[config.mk]
export PLATFORM = sky130hd
export DESIGN_NAME = lru_key_value_cache_flat
export DESIGN_NICKNAME = d
export VERILOG_FILES = /design/src/rtl/lkv_pkg.sv /design/src/rtl/lkv_req_if.sv /design/src/rtl/lkv_rsp_if.sv /design/src/rtl/lkv_cell.sv /design/src/rtl/lkv_cell_row.sv /design/src/rtl/lru_key_value_cache.sv /design/src/flat_wrapper.sv
export SDC_FILE = /design/constraint.sdc
export NUM_CORES = 2
export LEC_CHECK = 0
export BUFFER_PORTS_ARGS = -buffer_cell sky130_fd_sc_hd__buf_4
export CAP_MARGIN = 10
export CELL_PAD_IN_SITES_DETAIL_PLACEMENT = 0
export CELL_PAD_IN_SITES_GLOBAL_PLACEMENT = 1
export CORE_AREA = 2 2 449 451
export DETAILED_ROUTE_END_ITERATION = 10
export DIE_AREA = 0 0 451 453
export PLACE_DENSITY_LB_ADDON = 0.1
export SLEW_MARGIN = 20
export SYNTH_ARGS = -nofsm -noshare
export SYNTH_HDL_FRONTEND = slang
export SYNTH_SLANG_ARGS = --single-unit
[constraint.sdc]
create_clock -name clock -period 5.53 [get_ports clock]
set_input_delay 1.3825 -clock clock [delete_from_list [all_inputs] [get_ports clock]]
set_output_delay 1.3825 -clock clock [all_outputs]
set_load 0.05 [all_outputs]
[src/rtl/lkv_pkg.sv]
// Shared types and constants for the LRU key/value cache.
// No dependencies; used by the interfaces, the cell, the cell row and the top level.
package lkv_pkg;

   localparam int NUM_CELLS = 16;
   localparam int DATA_W    = 32;
   localparam int RANK_W    = 4;
   localparam int COUNT_W   = 5;
   localparam int CSR_W     = 5;

   localparam logic [COUNT_W-1:0] CAPACITY_RESET = COUNT_W'(NUM_CELLS);

   typedef logic [DATA_W-1:0]  word_type;
   typedef logic [RANK_W-1:0]  rank_type;
   typedef logic [COUNT_W-1:0] count_type;

   typedef enum logic [1:0] {
      APPLY_NONE,
      APPLY_PROMOTE,
      APPLY_FILL,
      APPLY_EVICT
   } apply_type;

   // broadcast from the controller to every cell
   typedef struct packed {
      logic      look;
      word_type  key;
      rank_type  victim_rank;
      apply_type apply_kind;
      rank_type  promote_rank;
      logic      write_data;
      word_type  value;
   } cell_cmd_type;

   // passed from cell to cell along the row
   typedef struct packed {
      logic     hit;
      word_type hit_value;
      rank_type hit_rank;
      word_type victim_key;
      logic     free_seen;
   } chain_type;

endpackage

[src/rtl/lkv_req_if.sv]
// Request channel interface: valid/ready handshake with func, key and value.
// Depends on lkv_pkg.
interface lkv_req_if;
   logic                             valid;
   logic                             ready;
   logic                             func;
   logic signed [lkv_pkg::DATA_W-1:0] key;
   logic signed [lkv_pkg::DATA_W-1:0] value;

   modport source (output valid, output func, output key, output value, input ready);
   modport sink   (input valid, input func, input key, input value, output ready);
endinterface

[src/rtl/lkv_rsp_if.sv]
// Response channel interface: valid/ready handshake with hit, read value and eviction.
// Depends on lkv_pkg.
interface lkv_rsp_if;
   logic                             valid;
   logic                             ready;
   logic                             hit;
   logic signed [lkv_pkg::DATA_W-1:0] read_value;
   logic                             evicted;
   logic signed [lkv_pkg::DATA_W-1:0] evicted_key;

   modport source (output valid, output hit, output read_value, output evicted,
                   output evicted_key, input ready);
   modport sink   (input valid, input hit, input read_value, input evicted,
                   input evicted_key, output ready);
endinterface

[src/rtl/lkv_cell.sv]
// One cache entry: key, value, valid bit and recency rank, with its local compare.
// Depends on lkv_pkg.
module lkv_cell (
   input  logic                  clock,
   input  logic                  reset,
   input  lkv_pkg::cell_cmd_type cmd,
   input  lkv_pkg::chain_type    chain_in,
   output lkv_pkg::chain_type    chain_out
);

   logic              valid_ff, valid_in;
   lkv_pkg::rank_type rank_ff, rank_in;
   lkv_pkg::word_type key_ff, key_in;
   lkv_pkg::word_type value_ff, value_in;
   logic              match_ff, match_in;
   logic              victim_ff, victim_in;
   logic              free_ff, free_in;

   logic my_match;
   logic my_victim;
   logic my_free;
   logic target;

   assign my_match  = valid_ff && (key_ff == cmd.key);
   assign my_victim = valid_ff && (rank_ff == cmd.victim_rank);
   assign my_free   = !valid_ff && !chain_in.free_seen;

   always_comb begin
      chain_out = chain_in;
      if (!chain_in.hit && my_match) begin
         chain_out.hit       = 1'b1;
         chain_out.hit_value = value_ff;
         chain_out.hit_rank  = rank_ff;
      end
      if (my_victim) begin
         chain_out.victim_key = key_ff;
      end
      chain_out.free_seen = chain_in.free_seen || !valid_ff;
   end

   always_comb begin
      case (cmd.apply_kind)
         lkv_pkg::APPLY_PROMOTE: target = match_ff;
         lkv_pkg::APPLY_FILL:    target = free_ff;
         lkv_pkg::APPLY_EVICT:   target = victim_ff;
         default:                target = 1'b0;
      endcase
   end

   always_comb begin
      match_in  = match_ff;
      victim_in = victim_ff;
      free_in   = free_ff;
      if (cmd.look) begin
         match_in  = my_match && !chain_in.hit;
         victim_in = my_victim;
         free_in   = my_free;
      end

      valid_in = valid_ff;
      rank_in  = rank_ff;
      key_in   = key_ff;
      value_in = value_ff;
      if (target) begin
         rank_in = '0;
         if (cmd.write_data) begin
            value_in = cmd.value;
         end
         if (cmd.apply_kind != lkv_pkg::APPLY_PROMOTE) begin
            valid_in = 1'b1;
            key_in   = cmd.key;
         end
      end else if (valid_ff) begin
         case (cmd.apply_kind)
            lkv_pkg::APPLY_PROMOTE: begin
               if (rank_ff < cmd.promote_rank) begin
                  rank_in = rank_ff + 1'b1;
               end
            end
            lkv_pkg::APPLY_FILL,
            lkv_pkg::APPLY_EVICT: rank_in = rank_ff + 1'b1;
            default: rank_in = rank_ff;
         endcase
      end
   end

   always_ff @(posedge clock) begin
      if (reset) begin
         valid_ff  <= 1'b0;
         rank_ff   <= '0;
         match_ff  <= 1'b0;
         victim_ff <= 1'b0;
         free_ff   <= 1'b0;
      end else begin
         valid_ff  <= valid_in;
         rank_ff   <= rank_in;
         match_ff  <= match_in;
         victim_ff <= victim_in;
         free_ff   <= free_in;
      end
      key_ff   <= key_in;
      value_ff <= value_in;
   end

endmodule

[src/rtl/lkv_cell_row.sv]
// Row of cache cells; lookup results ripple from the first cell to the last.
// Depends on lkv_pkg and lkv_cell.
module lkv_cell_row (
   input  logic                  clock,
   input  logic                  reset,
   input  lkv_pkg::cell_cmd_type cmd,
   output lkv_pkg::chain_type    chain_end
);

   lkv_pkg::chain_type links [lkv_pkg::NUM_CELLS+1];

   assign links[0]  = '0;
   assign chain_end = links[lkv_pkg::NUM_CELLS];

   for (genvar g = 0; g < lkv_pkg::NUM_CELLS; g++) begin : g_cell
      lkv_cell u_cell (
         .clock     (clock),
         .reset     (reset),
         .cmd       (cmd),
         .chain_in  (links[g]),
         .chain_out (links[g+1])
      );
   end

endmodule

[src/rtl/lru_key_value_cache.sv]
// LRU key/value cache top level: transaction control, occupancy, capacity register.
// Depends on lkv_pkg, lkv_req_if, lkv_rsp_if and lkv_cell_row.
//
// Usage:
//   req carries one transaction: func (0 get, 1 put), key and value. rsp returns
//   exactly one transaction per request: hit, read_value (get hit only),
//   evicted and evicted_key (put that replaced the least recent entry).
//   csr_write_enable/csr_write_data set the capacity in use (0 acts as 1,
//   values above 16 act as 16); write it only while the cache is idle.
// Timing:
//   A request is compared against all sixteen cells in the cycle after it is
//   taken; the state update and the response register load follow in the
//   apply state once the response register is free. The next request can be
//   taken in that update cycle, so lookups and updates alternate in the cell row.
// Reset:
//   Clears all valid bits, ranks and occupancy; capacity returns to 16.
// Stall:
//   While a response waits and rsp.ready is low, one further request is looked
//   up and then held until the response register frees; req.ready stays low.
module lru_key_value_cache (
   input  logic                          clock,
   input  logic                          reset,
   lkv_req_if.sink                       req,
   lkv_rsp_if.source                     rsp,
   input  logic                          csr_write_enable,
   input  logic [lkv_pkg::CSR_W-1:0]     csr_write_data
);

   typedef enum logic [1:0] {
      S_IDLE,
      S_LOOK,
      S_APPLY
   } state_type;

   typedef struct packed {
      logic              hit;
      lkv_pkg::word_type read_value;
      logic              evicted;
      lkv_pkg::word_type evicted_key;
   } result_type;

   state_type           state_ff;
   logic                func_ff;
   lkv_pkg::word_type   key_ff;
   lkv_pkg::word_type   value_ff;
   lkv_pkg::apply_type  kind_ff, kind_in;
   lkv_pkg::rank_type   promote_rank_ff;
   result_type          result_ff, result_in;
   lkv_pkg::count_type  occupancy_ff;
   lkv_pkg::count_type  capacity_ff;
   logic                rsp_valid_ff;
   result_type          rsp_data_ff;

   lkv_pkg::cell_cmd_type cmd;
   lkv_pkg::chain_type    chain_end;
   lkv_pkg::count_type    capacity_eff;
   logic                  out_free;
   logic                  req_accept;

   assign out_free   = !rsp_valid_ff || rsp.ready;
   assign req.ready  = (state_ff == S_IDLE) || ((state_ff == S_APPLY) && out_free);
   assign req_accept = req.valid && req.ready;

   always_comb begin
      if (capacity_ff == '0) begin
         capacity_eff = lkv_pkg::count_type'(1);
      end else if (capacity_ff > lkv_pkg::count_type'(lkv_pkg::NUM_CELLS)) begin
         capacity_eff = lkv_pkg::count_type'(lkv_pkg::NUM_CELLS);
      end else begin
         capacity_eff = capacity_ff;
      end
   end

   always_comb begin
      cmd.look         = (state_ff == S_LOOK);
      cmd.key          = key_ff;
      cmd.victim_rank  = lkv_pkg::rank_type'(occupancy_ff - 1'b1);
      cmd.apply_kind   = ((state_ff == S_APPLY) && out_free) ? kind_ff : lkv_pkg::APPLY_NONE;
      cmd.promote_rank = promote_rank_ff;
      cmd.write_data   = func_ff;
      cmd.value        = value_ff;
   end

   lkv_cell_row u_row (
      .clock     (clock),
      .reset     (reset),
      .cmd       (cmd),
      .chain_end (chain_end)
   );

   // decision taken at the end of the lookup cycle
   always_comb begin
      result_in = '0;
      kind_in   = lkv_pkg::APPLY_NONE;
      if (chain_end.hit) begin
         kind_in       = lkv_pkg::APPLY_PROMOTE;
         result_in.hit = 1'b1;
         if (!func_ff) begin
            result_in.read_value = chain_end.hit_value;
         end
      end else if (func_ff) begin
         if ((occupancy_ff < capacity_eff) && chain_end.free_seen) begin
            kind_in = lkv_pkg::APPLY_FILL;
         end else if (occupancy_ff != '0) begin
            kind_in               = lkv_pkg::APPLY_EVICT;
            result_in.evicted     = 1'b1;
            result_in.evicted_key = chain_end.victim_key;
         end
      end
   end

   always_ff @(posedge clock) begin
      if (reset) begin
         state_ff     <= S_IDLE;
         kind_ff      <= lkv_pkg::APPLY_NONE;
         occupancy_ff <= '0;
         capacity_ff  <= lkv_pkg::CAPACITY_RESET;
         rsp_valid_ff <= 1'b0;
      end else begin
         if (csr_write_enable) begin
            capacity_ff <= csr_write_data;
         end
         if ((state_ff == S_APPLY) && out_free) begin
            rsp_valid_ff <= 1'b1;
         end else if (rsp.ready) begin
            rsp_valid_ff <= 1'b0;
         end
         case (state_ff)
            S_IDLE: begin
               if (req_accept) begin
                  state_ff <= S_LOOK;
               end
            end
            S_LOOK: begin
               kind_ff  <= kind_in;
               state_ff <= S_APPLY;
            end
            S_APPLY: begin
               if (out_free) begin
                  if (kind_ff == lkv_pkg::APPLY_FILL) begin
                     occupancy_ff <= occupancy_ff + 1'b1;
                  end
                  state_ff <= req_accept ? S_LOOK : S_IDLE;
               end
            end
            default: state_ff <= S_IDLE;
         endcase
      end
      if (req_accept) begin
         func_ff  <= req.func;
         key_ff   <= $unsigned(req.key);
         value_ff <= $unsigned(req.value);
      end
      if (state_ff == S_LOOK) begin
         result_ff       <= result_in;
         promote_rank_ff <= chain_end.hit_rank;
      end
      if ((state_ff == S_APPLY) && out_free) begin
         rsp_data_ff <= result_ff;
      end
   end

   assign rsp.valid       = rsp_valid_ff;
   assign rsp.hit         = rsp_data_ff.hit;
   assign rsp.read_value  = $signed(rsp_data_ff.read_value);
   assign rsp.evicted     = rsp_data_ff.evicted;
   assign rsp.evicted_key = $signed(rsp_data_ff.evicted_key);

endmodule

[src/flat_wrapper.sv]
// flat-port wrapper written by rule: the top's interface ports become plain ports
module lru_key_value_cache_flat 
  (clock, reset, csr_write_enable, csr_write_data, req_valid, req_func, req_key, req_value, req_ready, rsp_valid, rsp_hit, rsp_read_value, rsp_evicted, rsp_evicted_key, rsp_ready);
  lkv_req_if req_i ();
  lkv_rsp_if rsp_i ();
  input  logic clock;
  input  logic reset;
  input  logic csr_write_enable;
  input  logic [lkv_pkg::CSR_W-1:0] csr_write_data;
  input wire logic [$bits(req_i.valid)-1:0] req_valid;
  input wire logic [$bits(req_i.func)-1:0] req_func;
  input wire logic [$bits(req_i.key)-1:0] req_key;
  input wire logic [$bits(req_i.value)-1:0] req_value;
  output wire logic [$bits(req_i.ready)-1:0] req_ready;
  output wire logic [$bits(rsp_i.valid)-1:0] rsp_valid;
  output wire logic [$bits(rsp_i.hit)-1:0] rsp_hit;
  output wire logic [$bits(rsp_i.read_value)-1:0] rsp_read_value;
  output wire logic [$bits(rsp_i.evicted)-1:0] rsp_evicted;
  output wire logic [$bits(rsp_i.evicted_key)-1:0] rsp_evicted_key;
  input wire logic [$bits(rsp_i.ready)-1:0] rsp_ready;
  assign req_i.valid = req_valid;
  assign req_i.func = req_func;
  assign req_i.key = req_key;
  assign req_i.value = req_value;
  assign req_ready = req_i.ready;
  assign rsp_valid = rsp_i.valid;
  assign rsp_hit = rsp_i.hit;
  assign rsp_read_value = rsp_i.read_value;
  assign rsp_evicted = rsp_i.evicted;
  assign rsp_evicted_key = rsp_i.evicted_key;
  assign rsp_i.ready = rsp_ready;
  lru_key_value_cache u_core (.clock(clock), .reset(reset), .req(req_i), .rsp(rsp_i), .csr_write_enable(csr_write_enable), .csr_write_data(csr_write_data));
endmodule
Word-level counts from Yosys, hierarchy flattened --
Cells that the tools add are included.
Cells by class: add/subtract/negate cells 18, $lt $le $gt $ge 18, equal/unequal tests 57, mux-type cells 96, bitwise gates (word level) 3, reduce and logical (&&, ||, !) cells 203
Operators by type and width (count):
- two-way mux 37 bit | 16
- two-way mux 32 bit | 17
- == test 32 bit | 16
- case mux 4 bit (2 select lines) | 16
- two-way mux 33 bit | 2
- AND reduction 2 bit | 33
- logical AND 1 bit | 65
- adder 4 x 1 -> 4 bit, second input constant | 16
- == test 4 bit | 16
- less-than comparator 4 bit | 16
- two-way mux 4 bit | 16
- AND reduction 3 bit | 17
- case mux 1 bit (3 select lines) | 16
- zero test 1 bit | 46
- != test 2 x 1 -> 1 bit, second input constant | 19
- OR reduction 2 bit | 18
- logical OR 1 bit | 17
- two-way mux 2 bit | 7
- two-way mux 5 bit | 2
- == test 2 bit, second input constant | 4
- case mux 2 bit (3 select lines) | 1
- adder 5 x 1 -> 5 bit, second input constant | 1
- > comparator 5 bit, second input constant | 1
- zero test 5 bit | 1
- 10 further kinds | 16
Storage, ports and cells: bits in registers 1368, input port bits 75, logic and storage cells 524

Depth between registers and ports, before layout --
word-level depth 50, mapped depth 16

Modules after synthesis --
From an unflattened synthesis, not the netlist that was laid out.
Second synthesis, totals: cell total of the unflattened synthesis 4346, area total of the unflattened synthesis 67901.4 sq um
By module, submodules not included:
- lkv_cell at u_core.u_row.g_cell[14].u_cell ... | times used 9, cells an instance 249, area each 3783.6 sq um
- lkv_cell at u_core.u_row.g_cell[0].u_cell ... | times used 5, cells an instance 247, area each 3772.4 sq um
- lkv_cell at u_core.u_row.g_cell[8].u_cell ... | times used 2, cells an instance 253, area each 3811.2 sq um
- lru_key_value_cache | times used 1, cells an instance 363, area each 7360.8 sq um
- lkv_cell_row | times used 1, cells an instance 1, area each 3.8 sq um

Least setup slack after synthesis --
OpenSTA, ideal clock, no wires.
path kind input-to-reg, start in rsp_ready, end reg u_core.u_row.g_cell[0].u_cell.key_ff[0], enable pin, library setup time 0.423 ns, arrival time 5.480 ns, required time 5.107 ns, slack -0.372 ns, cell stages on the path 6, path through nand2b_1 -> nand2b_1 -> inv_1 -> clkbuf_1 -> nand2_1 -> nor2_1
On the way: word-level cells in the longest chain between the ends 6, elaborated cells on any way between the ends 9
Ends and longest elaborated chain:
- start, declared | line flat_wrapper.sv:20 | input wire logic [$bits(rsp_i.ready)-1:0] rsp_ready;
- logical OR 1 bit (*) | line lru_key_value_cache.sv:60 | assign out_free = !rsp_valid_ff || rsp.ready;
- logical AND 1 bit (*) | line lru_key_value_cache.sv:78 | cmd.apply_kind = ((state_ff == S_APPLY) && out_free) ? kind_ff : lkv_pkg::APPLY_NONE;
- two-way mux 2 bit (*) | line lru_key_value_cache.sv:78
- == test 2 bit / == test 2 x 1 -> 1 bit (equally long branches) | line lkv_cell.sv:42 | case (cmd.apply_kind)
- case mux 1 bit (3 select lines) | line lkv_cell.sv:42
- AND reduction 2 bit (no source line) (*)
- end signal, assigned | line lkv_cell.sv:101 | key_ff <= key_in;
- end, declared | line lkv_cell.sv:13 | lkv_pkg::word_type key_ff, key_in;
Mark *: on every way between the ends. The rest lies on a longest branch, timed or not. A chain may end at the register's enable or synchronous reset.

Worst setup path after layout --
start reg u_core.key_ff[24], end reg u_core.result_ff[64] in the netlist's numbering, data pin
On the way: word-level cells in the longest chain between the ends 50, elaborated cells on any way between the ends 80
Ends and longest elaborated chain:
- start, declared | line lru_key_value_cache.sv:44 | lkv_pkg::word_type key_ff;
- start signal, assigned | line lru_key_value_cache.sv:151 | key_ff <= $unsigned(req.key);
- == test 32 bit | line lkv_cell.sv:24 | assign my_match = valid_ff && (key_ff == cmd.key);
- logical AND 1 bit | line lkv_cell.sv:24
- two-way mux 37 bit | line lkv_cell.sv:30 | if (!chain_in.hit && my_match) begin
- zero test 1 bit | line lkv_cell.sv:30
- logical AND 1 bit | line lkv_cell.sv:30
- two-way mux 37 bit | line lkv_cell.sv:30
- zero test 1 bit | line lkv_cell.sv:30
- logical AND 1 bit | line lkv_cell.sv:30
- [... 34 more ...]
- zero test 1 bit | line lkv_cell.sv:30
- logical AND 1 bit | line lkv_cell.sv:30
- two-way mux 37 bit | line lkv_cell.sv:30
- zero test 1 bit | line lkv_cell.sv:30
- logical AND 1 bit | line lkv_cell.sv:30
- two-way mux 37 bit (*) | line lkv_cell.sv:30
- inverter 1 bit (no source line)
- OR reduction 2 bit (no source line)
- end signal, assigned | line lru_key_value_cache.sv:155 | result_ff <= result_in;
- end, declared | line lru_key_value_cache.sv:48 | result_type result_ff, result_in;
Marked as above.

==> parameters.txt <==
Parameter                              Value

Global routing
  Overall global routing resource usage    22.1%
  Maximum number of pins on one net before global-route repair    78
  First-pass GRT wire length    ~320000 um
  Vias in the first global route    38600
  Global-route congestion overflow total    0
  Initial antenna violation count    12

Drt
  Drt initial violations    3968
  Routed met3 length    between 10000 and 15000 um
  Total routed wire length on the met1 layer    108000 um
  Average routed wire per standard cell    slightly above 30 um
  Post-Route WL    between 200000 and 250000 um
  Number of detailed-route iterations in the first pass    9
  Top routing layer in use    met5
  Vias per std cell    5.19
  Detailed-route via count    39100
  Routed wire length on met2    103000 um
  Number of nets still failing antenna checks after routing    0
  Count of unresolved DRC violations after routing    0

CTS
  CTS Hold Bufs    0
  Number of sinks driven by the clock tree    1368
  Root Buffer    sky130_fd_sc_hd__clkbuf_16
  Clock transition at the register clock pins on the worst setup and hold paths after CTS    around 60 ps
  CTS tree    done
  Number of levels in the clock H-tree    4
  CTS max path bufs    3
  Insertion delay to the later sink of the worst-skew pair    840 ps
  Number of buffers created by CTS    163
  Total of cells resized after clock tree synthesis    0
  Post-CTS setup buffers    0

Floorplan
  Die Height    around 450 um
  Placeable core region    approximately 200000 um^2
  Std-Cell Rows    164
  I/O Pins    143
  Starting density of the core    29.9%
  Die Width    451 um
  Die Footprint    204000 um^2

Hold path
  Number of cells on the worst hold path    0
  Classification of the worst-slack hold path    flip-flop to flip-flop
  Hold path startpoint    u_core.result_ff[31]
  Hold worst-path end    u_core.rsp.evicted_key[31]

Synthesis
  Number of flops mapped to enable cells by yosys    1225
  Sequential share of the synthesized area    66.5%
  Cell variety after synth    83
  Number of register bits inferred by synthesis    1368
  Syn Nets    between 4000 and 5000
  Mapped cell area    59600 um^2
  Synth async-reset ratio    0%
  Count of yosys warnings during synthesis    0
  Avg Synthesized Cell Area    13.6 um^2
  Number of instances in the synthesized netlist    4395
  Most used flip-flop cell after synthesis    sky130_fd_sc_hd__edfxtp_1

Finish
  Leading cell types in the layout, fill and taps excluded    1225 x sky130_fd_sc_hd__edfxtp_1, 411 x sky130_fd_sc_hd__buf_4, 349 x sky130_fd_sc_hd__xor2_1, 333 x sky130_fd_sc_hd__nor2_1, 279 x sky130_fd_sc_hd__xnor2_1
  Final core utilization    35.9%
  Most common library cell in the layout ignoring fill and taps    sky130_fd_sc_hd__edfxtp_1
  Layout cells sized above 1    16.7%
  Nets@finish    4887
  Total of fill cells in the finished design    19200
  Area growth, synth to finish    20.0%

Critical path
  Reg2Reg Depth    13
  Type of destination of the critical path    flip-flop
  Crit-path max FO    13
  Reg-to-reg slack, setup    40 ps
  Arrival time worst endpoint    6050 ps
  Endpoint of the worst-slack reg-to-reg timing path    u_core.result_ff[64]
  Required time at the worst-slack endpoint    6090 ps
  Path type of the worst setup path    flip-flop to flip-flop
  Source of the worst register-to-register timing path    u_core.key_ff[24]
  Kind of start point of the critical path    flip-flop

STA
  Actual transition at the worst max-transition pin    1420 ps
  Total count of hold-check failures in the final report    0
  Worst clock skew on the final layout    39.3 ps
  Remaining max-slew budget at the tightest pin    2.76%
  Number of failing setup endpoints in the final timing report    0
  Portion of the clock cycle consumed by the worst path in the final layout    between 90% and 100%
  Final count of pins violating max slew    0
  Unrepaired setup endpoints after global routing    no
  Setup total negative slack    0 ps
  Final min period    about 5500 ps
  Fmax    0.182 GHz

Placed design
  Post-DP HPWL    159000 um
  Port Buf Inserts    142
  Routability-driven placement congestion ratio    0.841

Run status
  Violated checks    capacitance limit
  Run status    finished, violations left

Run
  Number of maximum-capacitance violations    1

Power
  Max VDD drop    0.000209 V
  Total power density per cell area    330 nW/um^2
  Leakage Power    24.3 nW
final cells by class:
class | count | area [um^2] | share of cell area [%]
clock inverter | 100 | 1150 | 1.60
timing repair buffer | 453 | 3930 | 5.49
inverter | 104 | 395 | 0.553
antenna | 4 | 10.0 | 0.0140
tap | 2656 | 3320 | 4.65
clock buffer | 203 | 4420 | 6.18
sequential | 1368 | 39600 | 55.4
multi-input combinational | 2651 | 18600 | 26.1
registers in the layout, summed over array words and instances (netlist names), 2 cells and up:
signal,flops
u_core.u_row.g_cell.u_cell.free_ff,16
u_core.capacity_ff,5
u_core.value_ff,32
u_core.u_row.g_cell.u_cell.value_ff,512
u_core.rsp.evicted_key,32
u_core.u_row.g_cell.u_cell.rank_ff,64
u_core.kind_ff,2
u_core.u_row.g_cell.u_cell.victim_ff,16
u_core.u_row.g_cell.u_cell.match_ff,16
u_core.key_ff,32
u_core.u_row.g_cell.u_cell.key_ff,512
u_core.state_ff,2
u_core.promote_rank_ff,4
u_core.result_ff,66
u_core.u_row.g_cell.u_cell.valid_ff,16
u_core.rsp.read_value,32
u_core.occupancy_ff,5
cells by family (layout without fill, tap and decap cells):
family,Yosys count,count (layout),share of synthesized area [%]
flops,1368,1368,66.5
simple gates,1032,1032,8.27
compound gates,847,847,10.4
xor+xnor,630,630,9.29
buf+inv,376,860,2.78
fa+ha+maj,71,71,1.49
mux,71,71,1.25
other cells,0,4,0
worst max path at each step:
stage                                              endpoint  cells past startpoint  slack, ps         startpoint
detailed placement                     u_core.result_ff[64]                     13         20  u_core.key_ff[24]
finish                                 u_core.result_ff[64]                     13         40  u_core.key_ff[24]
CTS                                    u_core.result_ff[64]                     13         20  u_core.key_ff[24]
global placement                       u_core.result_ff[64]                     13         60  u_core.key_ff[24]
global route                           u_core.result_ff[64]                     13         30  u_core.key_ff[24]
floorplan           u_core.u_row.g_cell[9].u_cell.key_ff[0]                      6        670          rsp_ready
cells in the mapped netlist (81+ instances only):
cell type                  number  area (um^2)
sky130_fd_sc_hd__a22oi_1       84          631
sky130_fd_sc_hd__xnor2_1      279         2440
sky130_fd_sc_hd__a221oi_1      81          709
sky130_fd_sc_hd__nand2_1      211          792
sky130_fd_sc_hd__nor4_1        84          526
sky130_fd_sc_hd__a21oi_1      148          741
sky130_fd_sc_hd__dfxtp_1      143         2860
sky130_fd_sc_hd__o21ai_0      108          541
sky130_fd_sc_hd__edfxtp_1    1225        36800
sky130_fd_sc_hd__clkbuf_1     138          518
sky130_fd_sc_hd__nand3_1      106          531
sky130_fd_sc_hd__nand4_1      103          644
sky130_fd_sc_hd__nor2_1       360         1350
sky130_fd_sc_hd__xor2_1       349         3060
sky130_fd_sc_hd__inv_1        100          375
per-layer routing:
metal  GRT usage (%)  up-vias
li1                -    17500
met1            32.2    20100
met2            34.0     1263
met3            3.72      272
met4            5.43        4
met5               0        -
through the flow:
| step | worst slack, ps | total power (W) | instances | instance area (um^2) | hold slack, ps |
|---|---|---|---|---|---|
| final | 41.5 | 0.0236 | 7539 | 71500 | 417 |
| after global routing | 26.4 | 0.0243 | 7536 | 71500 | 421 |
| after CTS | 21.9 | 0.0239 | 7535 | 71500 | 417 |
| after detailed placement | 22.7 | 0.0125 | 7232 | 65900 | 405 |
| after global placement | 58.3 | 0.0125 | 7232 | 65900 | 404 |
| after floorplan | 672 | 0.0120 | 4395 | 59600 | 400 |
worst max-delay path: stages, from the launching register on:
cell and delay, ps:
sky130_fd_sc_hd__edfxtp_1 590, sky130_fd_sc_hd__buf_12 250, sky130_fd_sc_hd__xor2_1 180, sky130_fd_sc_hd__nor4_1 920, sky130_fd_sc_hd__nand4_1 280, sky130_fd_sc_hd__nor4_1 690, sky130_fd_sc_hd__buf_4 290, sky130_fd_sc_hd__or3b_2 310
sky130_fd_sc_hd__a2bb2oi_1 280, sky130_fd_sc_hd__o2bb2ai_1 110, sky130_fd_sc_hd__a222oi_1 640, sky130_fd_sc_hd__buf_4 210, sky130_fd_sc_hd__a21oi_1 60, sky130_fd_sc_hd__o311a_1 360
power breakdown:
part           internal, W  leakage [nW]  switching (W)
Sequential          0.0113          12.2       0.000141
Clock              0.00678          2.73        0.00455
Combinational     0.000252          9.39       0.000531
Total               0.0184          24.3        0.00522
Power figures use the tool's default switching activity.
